$ cat src/hw/rtl/nip_pkg.sv
// Package for the NEC infrared pulse decoder: opcode and phase codes, nominal
// pulse durations, the decoder state and item/result types, and the duration match.
// No dependencies.
`default_nettype none

package nip_pkg;

  localparam int FRAME_BYTES = 4;
  localparam int BYTE_IDX_W  = $clog2(FRAME_BYTES);

  localparam logic [1:0] OP_PULSE = 2'd0;
  localparam logic [1:0] OP_QUERY = 2'd1;
  localparam logic [1:0] OP_CLEAR = 2'd2;

  localparam logic [2:0] PH_IDLE    = 3'd0;
  localparam logic [2:0] PH_LEADER  = 3'd1;
  localparam logic [2:0] PH_DATA    = 3'd2;
  localparam logic [2:0] PH_DONE    = 3'd3;
  localparam logic [2:0] PH_ENDED   = 3'd4;
  localparam logic [2:0] PH_INVALID = 3'd5;

  localparam logic [15:0] LEADER_LOW_US  = 16'd9000;
  localparam logic [15:0] LEADER_HIGH_US = 16'd4500;
  localparam logic [15:0] BIT_SHORT_US   = 16'd560;
  localparam logic [15:0] BIT_LONG_US    = 16'd1680;
  localparam logic [15:0] TOL_RESET      = 16'd300;

  localparam logic [7:0] NO_FRAME_BYTE = 8'hFF;
  localparam logic [8:0] COMPLEMENT_SUM = 9'd255;

  localparam logic [1:0] REG_ADDR_TOL = 2'd0;

  typedef struct packed {
    logic [2:0]                  phase;
    logic [15:0]                 last_low;
    logic [FRAME_BYTES-1:0][7:0] payload;
    logic [2:0]                  bit_count;
    logic [2:0]                  byte_count;
  } nip_state_t;

  typedef struct packed {
    logic [1:0]  opcode;
    logic        pulse_level;
    logic [15:0] pulse_length;
  } nip_item_t;

  typedef struct packed {
    logic        frame_valid;
    logic [7:0]  address_byte;
    logic [7:0]  command_byte;
    logic [2:0]  phase;
  } nip_result_t;

  // True when the measured duration lies strictly within tol of the nominal one.
  function automatic logic near_match(input logic [15:0] nominal,
                                      input logic [15:0] measured,
                                      input logic [15:0] tol);
    logic [15:0] diff;
    diff = (nominal > measured) ? (nominal - measured) : (measured - nominal);
    return diff < tol;
  endfunction

endpackage

`default_nettype wire

$ cat src/hw/rtl/nip_cfg.sv
// APB-style register port for the NEC decoder: holds the match tolerance.
// Depends on nip_pkg.
`default_nettype none

module nip_cfg (
  input  wire logic        clk,
  input  wire logic        rst,
  input  wire logic        psel,
  input  wire logic        penable,
  input  wire logic        pwrite,
  input  wire logic [1:0]  paddr,
  input  wire logic [31:0] pwdata,
  output logic [31:0]      prdata,
  output logic             pready,
  output logic [15:0]      tolerance
);

  logic wr_tol;

  assign pready = 1'b1;
  assign wr_tol = psel && penable && pwrite && (paddr == nip_pkg::REG_ADDR_TOL);

  always_ff @(posedge clk) begin
    if (rst) begin
      tolerance <= nip_pkg::TOL_RESET;
    end else if (wr_tol) begin
      tolerance <= pwdata[15:0];
    end
  end

  always_comb begin
    prdata = 32'd0;
    if (paddr == nip_pkg::REG_ADDR_TOL) begin
      prdata = {16'd0, tolerance};
    end
  end

endmodule

`default_nettype wire

$ cat src/hw/rtl/nip_step.sv
// Next-state and result logic of the NEC decoder for one registered item.
// Depends on nip_pkg.
`default_nettype none

module nip_step (
  input  wire nip_pkg::nip_state_t  cur,
  input  wire nip_pkg::nip_item_t   item,
  input  wire logic [15:0]          tolerance,
  output nip_pkg::nip_state_t       nxt,
  output nip_pkg::nip_result_t      res
);

  logic low_ok;
  logic zero_ok;
  logic one_ok;
  logic leader_ok;
  logic check_ok;
  logic [2:0] byte_inc;

  assign low_ok    = nip_pkg::near_match(nip_pkg::BIT_SHORT_US, cur.last_low, tolerance);
  assign zero_ok   = low_ok &&
                     nip_pkg::near_match(nip_pkg::BIT_SHORT_US, item.pulse_length, tolerance);
  assign one_ok    = low_ok &&
                     nip_pkg::near_match(nip_pkg::BIT_LONG_US, item.pulse_length, tolerance);
  assign leader_ok = nip_pkg::near_match(nip_pkg::LEADER_LOW_US, cur.last_low, tolerance) &&
                     nip_pkg::near_match(nip_pkg::LEADER_HIGH_US, item.pulse_length,
                                         tolerance);
  assign check_ok  = (cur.phase == nip_pkg::PH_ENDED) &&
                     ({1'b0, cur.payload[0]} + {1'b0, cur.payload[1]} ==
                      nip_pkg::COMPLEMENT_SUM) &&
                     ({1'b0, cur.payload[2]} + {1'b0, cur.payload[3]} ==
                      nip_pkg::COMPLEMENT_SUM);
  assign byte_inc  = cur.byte_count + 3'd1;

  always_comb begin
    nxt = cur;
    res.frame_valid  = 1'b0;
    res.address_byte = nip_pkg::NO_FRAME_BYTE;
    res.command_byte = nip_pkg::NO_FRAME_BYTE;

    case (item.opcode)
      nip_pkg::OP_PULSE: begin
        if (cur.phase == nip_pkg::PH_INVALID) begin
          nxt.phase = nip_pkg::PH_INVALID;
        end else if (cur.phase == nip_pkg::PH_ENDED) begin
          nxt.phase = nip_pkg::PH_INVALID;
        end else if (!item.pulse_level) begin
          if (cur.phase == nip_pkg::PH_DONE) begin
            nxt.phase = nip_pkg::PH_ENDED;
          end else begin
            nxt.last_low = item.pulse_length;
          end
        end else if (cur.phase == nip_pkg::PH_IDLE) begin
          nxt.phase = leader_ok ? nip_pkg::PH_LEADER : nip_pkg::PH_INVALID;
        end else if (cur.phase inside {nip_pkg::PH_LEADER, nip_pkg::PH_DATA}) begin
          nxt.phase = nip_pkg::PH_DATA;
          // A pair that is neither a zero nor a one still uses up a bit slot.
          for (int i = 0; i < nip_pkg::FRAME_BYTES; i++) begin
            if (cur.byte_count == 3'(i)) begin
              if (zero_ok) begin
                nxt.payload[i] = {1'b0, cur.payload[i][7:1]};
              end else if (one_ok) begin
                nxt.payload[i] = {1'b1, cur.payload[i][7:1]};
              end
            end
          end
          if (cur.bit_count == 3'd7) begin
            nxt.bit_count  = 3'd0;
            nxt.byte_count = byte_inc;
            if (byte_inc >= 3'(nip_pkg::FRAME_BYTES)) begin
              nxt.phase = nip_pkg::PH_DONE;
            end
          end else begin
            nxt.bit_count = cur.bit_count + 3'd1;
          end
        end else begin
          nxt.phase = nip_pkg::PH_INVALID;
        end
      end
      nip_pkg::OP_QUERY: begin
        if (check_ok) begin
          res.frame_valid  = 1'b1;
          res.address_byte = cur.payload[0];
          res.command_byte = cur.payload[2];
          nxt = '0;
        end
      end
      nip_pkg::OP_CLEAR: begin
        nxt = '0;
      end
      default: begin
        nxt = cur;
      end
    endcase

    res.phase = nxt.phase;
  end

endmodule

`default_nettype wire

$ cat src/hw/rtl/nec_ir_pulse_decoder.sv
// Top level of the NEC infrared pulse decoder: input register, decoder state,
// result register and the register port. Depends on nip_pkg, nip_cfg, nip_step.
`default_nettype none

// Channel   Direction  Handshake             Payload
// input     in         in_valid / in_stall   opcode, pulse_level, pulse_length
// result    out        out_valid / out_stall frame_valid, address_byte, command_byte, phase
// config    in         psel/penable/pready   paddr, pwdata, prdata (match tolerance)
//
// Every accepted item produces exactly one result transfer: it passes through the input
// register and then the result register. A new item can be taken every cycle while the
// result side is not stalled: the combinational step logic between the input register
// and the result register sets that rate. A stall on the result side holds the result
// register and, once the input register is also full, raises in_stall. rst is synchronous
// and clears the decoder state, both valid flags and the tolerance (back to 300 us).

module nec_ir_pulse_decoder (
  input  wire logic        clk,
  input  wire logic        rst,
  // Input channel.
  input  wire logic        in_valid,
  output logic             in_stall,
  input  wire logic [1:0]  opcode,
  input  wire logic        pulse_level,
  input  wire logic [15:0] pulse_length,
  // Result channel.
  output logic             out_valid,
  input  wire logic        out_stall,
  output logic             frame_valid,
  output logic [7:0]       address_byte,
  output logic [7:0]       command_byte,
  output logic [2:0]       phase,
  // Register port.
  input  wire logic        psel,
  input  wire logic        penable,
  input  wire logic        pwrite,
  input  wire logic [1:0]  paddr,
  input  wire logic [31:0] pwdata,
  output logic [31:0]      prdata,
  output logic             pready
);

  logic                 item_valid;
  nip_pkg::nip_item_t   item;
  nip_pkg::nip_state_t  state;
  nip_pkg::nip_state_t  state_next;
  nip_pkg::nip_result_t step_res;
  nip_pkg::nip_result_t res;
  logic [15:0]          tolerance;
  logic                 advance;
  logic                 take_in;

  // The result register can load when it is empty or its transfer completes now.
  assign advance  = !out_valid || !out_stall;
  assign in_stall = item_valid && !advance;
  assign take_in  = in_valid && !in_stall;

  nip_cfg u_cfg (
    .clk       (clk),
    .rst       (rst),
    .psel      (psel),
    .penable   (penable),
    .pwrite    (pwrite),
    .paddr     (paddr),
    .pwdata    (pwdata),
    .prdata    (prdata),
    .pready    (pready),
    .tolerance (tolerance)
  );

  nip_step u_step (
    .cur       (state),
    .item      (item),
    .tolerance (tolerance),
    .nxt       (state_next),
    .res       (step_res)
  );

  // Input register: the item waits here until the result register has room.
  always_ff @(posedge clk) begin
    if (rst) begin
      item_valid <= 1'b0;
    end else if (take_in) begin
      item_valid <= 1'b1;
    end else if (advance) begin
      item_valid <= 1'b0;
    end
  end

  always_ff @(posedge clk) begin
    if (take_in) begin
      item.opcode       <= opcode;
      item.pulse_level  <= pulse_level;
      item.pulse_length <= pulse_length;
    end
  end

  // Decoder state moves only when an item passes into the result register.
  always_ff @(posedge clk) begin
    if (rst) begin
      state <= '0;
    end else if (item_valid && advance) begin
      state <= state_next;
    end
  end

  // Result register.
  always_ff @(posedge clk) begin
    if (rst) begin
      out_valid <= 1'b0;
    end else if (advance) begin
      out_valid <= item_valid;
    end
  end

  always_ff @(posedge clk) begin
    if (item_valid && advance) begin
      res <= step_res;
    end
  end

  assign frame_valid  = res.frame_valid;
  assign address_byte = res.address_byte;
  assign command_byte = res.command_byte;
  assign phase        = res.phase;

endmodule

`default_nettype wire

$ cat config.mk
export PLATFORM = sky130hd
export DESIGN_NAME = nec_ir_pulse_decoder
export DESIGN_NICKNAME = d
export VERILOG_FILES = /design/src/hw/rtl/nip_pkg.sv /design/src/hw/rtl/nip_cfg.sv /design/src/hw/rtl/nip_step.sv /design/src/hw/rtl/nec_ir_pulse_decoder.sv
export SDC_FILE = /design/constraint.sdc
export NUM_CORES = 1
export LEC_CHECK = 0
export ABC_CLOCK_PERIOD_IN_PS = 10000
export BUFFER_PORTS_ARGS = -buffer_cell sky130_fd_sc_hd__buf_2
export CAP_MARGIN = 20
export CORE_UTILIZATION = 55
export DETAILED_ROUTE_END_ITERATION = 8
export PLACE_DENSITY = 0.73
export SYNTH_ARGS = -nofsm -noshare
export SYNTH_HDL_FRONTEND = slang
export SYNTH_SLANG_ARGS = --single-unit
$ cat constraint.sdc
create_clock -name clk -period 10 [get_ports clk]
set_clock_uncertainty 0.1 [all_clocks]
set_input_delay 1 -clock clk [delete_from_list [all_inputs] [get_ports clk]]
set_output_delay 1 -clock clk [all_outputs]
set_load 0.02 [all_outputs]
==> results.yml <==
clock_tree:
  insertion_delay_ns: 0.43
  cts_sinks: 114
  htreeDepth: 4
  cts.clk_slew.worst_paths_ns: 0.06
  cts_tree: "done"
  postCtsHoldBufs: 0
  cts_buffers: 17
  clockBufferDepth: 2
  cts_resized: 0
  cts_root_buf: "clkbuf_16"
  post-cts-setup-buffers: 0
setup_path:
  r2r_slack_ns: 4.42
  r2r_start: "item[14]$_DFFE_PP_"
  cp-start-kind: "register"
  worstPathMaxFanout: 15
  worst_setup_path_end_kind: "register"
  required_ns: 10.27
  crit_start: "item[14]$_DFFE_PP_"
  regToRegEndpoint: "state[24]$_SDFFE_PP0P_"
  arrival_ns: 5.85
  r2r_cells: 16
  worstSetupPathType: "reg2reg"
grt:
  grt_pass1_wl_um: 35800
  grt.total_usage: 0.273
  grt_pass1_vias: 7171
  antenna_found_initial: 0
  grt_overflow: 0
  grt_max_degree: 25
yosys:
  synth_cell_type_count: 70
  yosys.area.top_type: "dfxtp_1"
  async_reset_ff_frac: 0
  syn_inst: 1071
  synth_warnings: 0
  synthTopCellsByCount: "ha_1, a21oi_1, nand2_1"
  synth-seq-cells: 114
  ys.flop_type: "dfxtp_1"
  ys_seq_area_frac: 0.293
  post-synth-top-count-cell: "ha_1"
  synth_edf_count: 39
  yosysTopAreaCellShare: 0.165
  syn_area_um2: 9120
  synthTopCellsByArea: "dfxtp_1, ha_1, edfxtp_1, a21oi_1, xnor2_1"
  syn_area_per_cell_um2: 8.52
timing:
  grt_setup_unrepaired: "false"
  max_slew_margin: 0.356
  drv_slew: 0
  max_freq_mhz: 179
  finalHoldViolCount: 0
  setup_viol: 0
  fin_crit_sh: 0.558
  worstMarginPinSlew_ns: 0.964
  holdWs_ns: 0.358
  setup_tns_ns: 0
  timing.final.crit_period_ns: 5.58
final_layout:
  drive_gt1_frac: 0.131
  nets: 1289
  area_growth_pct: 10.9
  diodes: 0
drt:
  drtIter0Drc: 685
  wire_per_inst_um: 16.7
  firstDrtPassIters: 5
  num_vias: 7953
  vias_per_cell: 5.93
  drt_wl_total_um: 22400
  drc: 0
  postRouteAntennaNets: 0
hold_path:
  hp-start: "u_cfg.tolerance[6]$_SDFFE_PP0P_"
  hold_depth: 2
  worstHoldPathType: "reg2reg"
  min_to: "u_cfg.tolerance[6]$_SDFFE_PP0P_"
power:
  p_per_area_nw_per_um2: 131
  ir_drop_mv: 0.133
  leakage_uw: 0.00419
floorplan:
  ios: 115
  start_util: 0.568
  die_h_um: 131
  die-area_um2: 17100
  core-area_um2: 16100
  die_w_um: 131
  rows: 46
place:
  portBuffers: 81
  hpwl_um: 16700
  gp_congestion: 0.954
run:
  cap_violations: 0
status:
  status: "finished, final reports clean"
## metrics by stage
step	setup slack (ns)	util	instances	total power, uW	cell area (um2)
finish	4.42	0.630	1341	1330	10100
detailed placement	4.60	0.592	1308	724	9510
global placement	4.65	0.592	1308	718	9510
floorplan	5.64	-	1086	675	9180
CTS	4.57	0.628	1340	1330	10100
global route	4.10	0.630	1341	1390	10100
## layer usage
layer  wire length [um]  up-vias  track usage
li1                   -     3974            -
met1              10800     3690        0.380
met2               9780      248        0.416
met3               1180       41       0.0497
met4                589        0        0.111
met5                  0        -            0
## worst max-delay path, cell delays in order (launching register included)
cell      delay [ns]
edfxtp_1        0.59
nor3_1          0.59
nand2_1         0.20
nor3_1          0.33
nand2_1         0.43
a21o_1          0.31
a21oi_1         0.17
xor2_1          0.20
ha_1            0.28
and3_1          0.17
o311a_1         0.34
o31ai_1         0.25
o311ai_0        0.31
a21oi_1         0.26
nand3_1         0.16
nor2b_1         0.56
a22o_1          0.25
## cell families after synthesis
kind of cell | Yosys count | share of synthesized area
and+or+nand+nor | 321 | 0.174
other | 2 | 0.000823
buffers and inverters | 124 | 0.0598
AOI/OAI and AO/OA | 299 | 0.216
xor gates and xnor gates | 67 | 0.0643
DFF | 114 | 0.293
muxes | 27 | 0.0306
adders and majority gates | 117 | 0.162
## state kept, by name, indices dropped and copies added (netlist names)
signal           cells
address_byte         8
command_byte         8
frame_valid          1
item                19
item_valid           1
out_valid            1
phase                3
state               57
u_cfg.tolerance     16
## worst max-delay path by stage
stage | endpoint | slack (ns) | cells past startpoint
4_1_cts | state[35]$_SDFFE_PP0P_ | 4.57 | 16
2_1_floorplan | state[30]$_SDFFE_PP0P_ | 5.64 | 18
3_5_place_dp | state[28]$_SDFFE_PP0P_ | 4.60 | 16
3_3_place_gp | state[32]$_SDFFE_PP0P_ | 4.65 | 16
5_1_grt | state[24]$_SDFFE_PP0P_ | 4.10 | 16
6_report | state[24]$_SDFFE_PP0P_ | 4.42 | 16
## placed cells by master (no fill, tap or decap), types with 44 or more instances in the layout
master   count
o21ai_0     52
nor2_1      65
a21oi_1     99
xnor2_1     49
buf_2       81
ha_1       115
inv_1       44
dfxtp_1     75
a22o_1      45
nand2_1     88
nor3_1      45
## power by group
| group | total [uW] | leakage, uW | internal, uW | switching [uW] |
|---|---|---|---|---|
| Combinational | 212 | 0.00298 | 87.4 | 124 |
| Clock | 610 | 0.000279 | 370 | 240 |
| Sequential | 508 | 0.000927 | 489 | 19.4 |
| Total | 1330 | 0.00419 | 946 | 383 |
## cell type report
type	instances	area (um2)
flip-flops and latches	114	2670
multi-input cells	848	5960
fillers	1325	5940
repair buffers	85	453
clock inverters	14	155
well taps	216	270
inverters	46	173
clock buffers	18	429
Note: power is estimated with default switching activity, not from simulation.
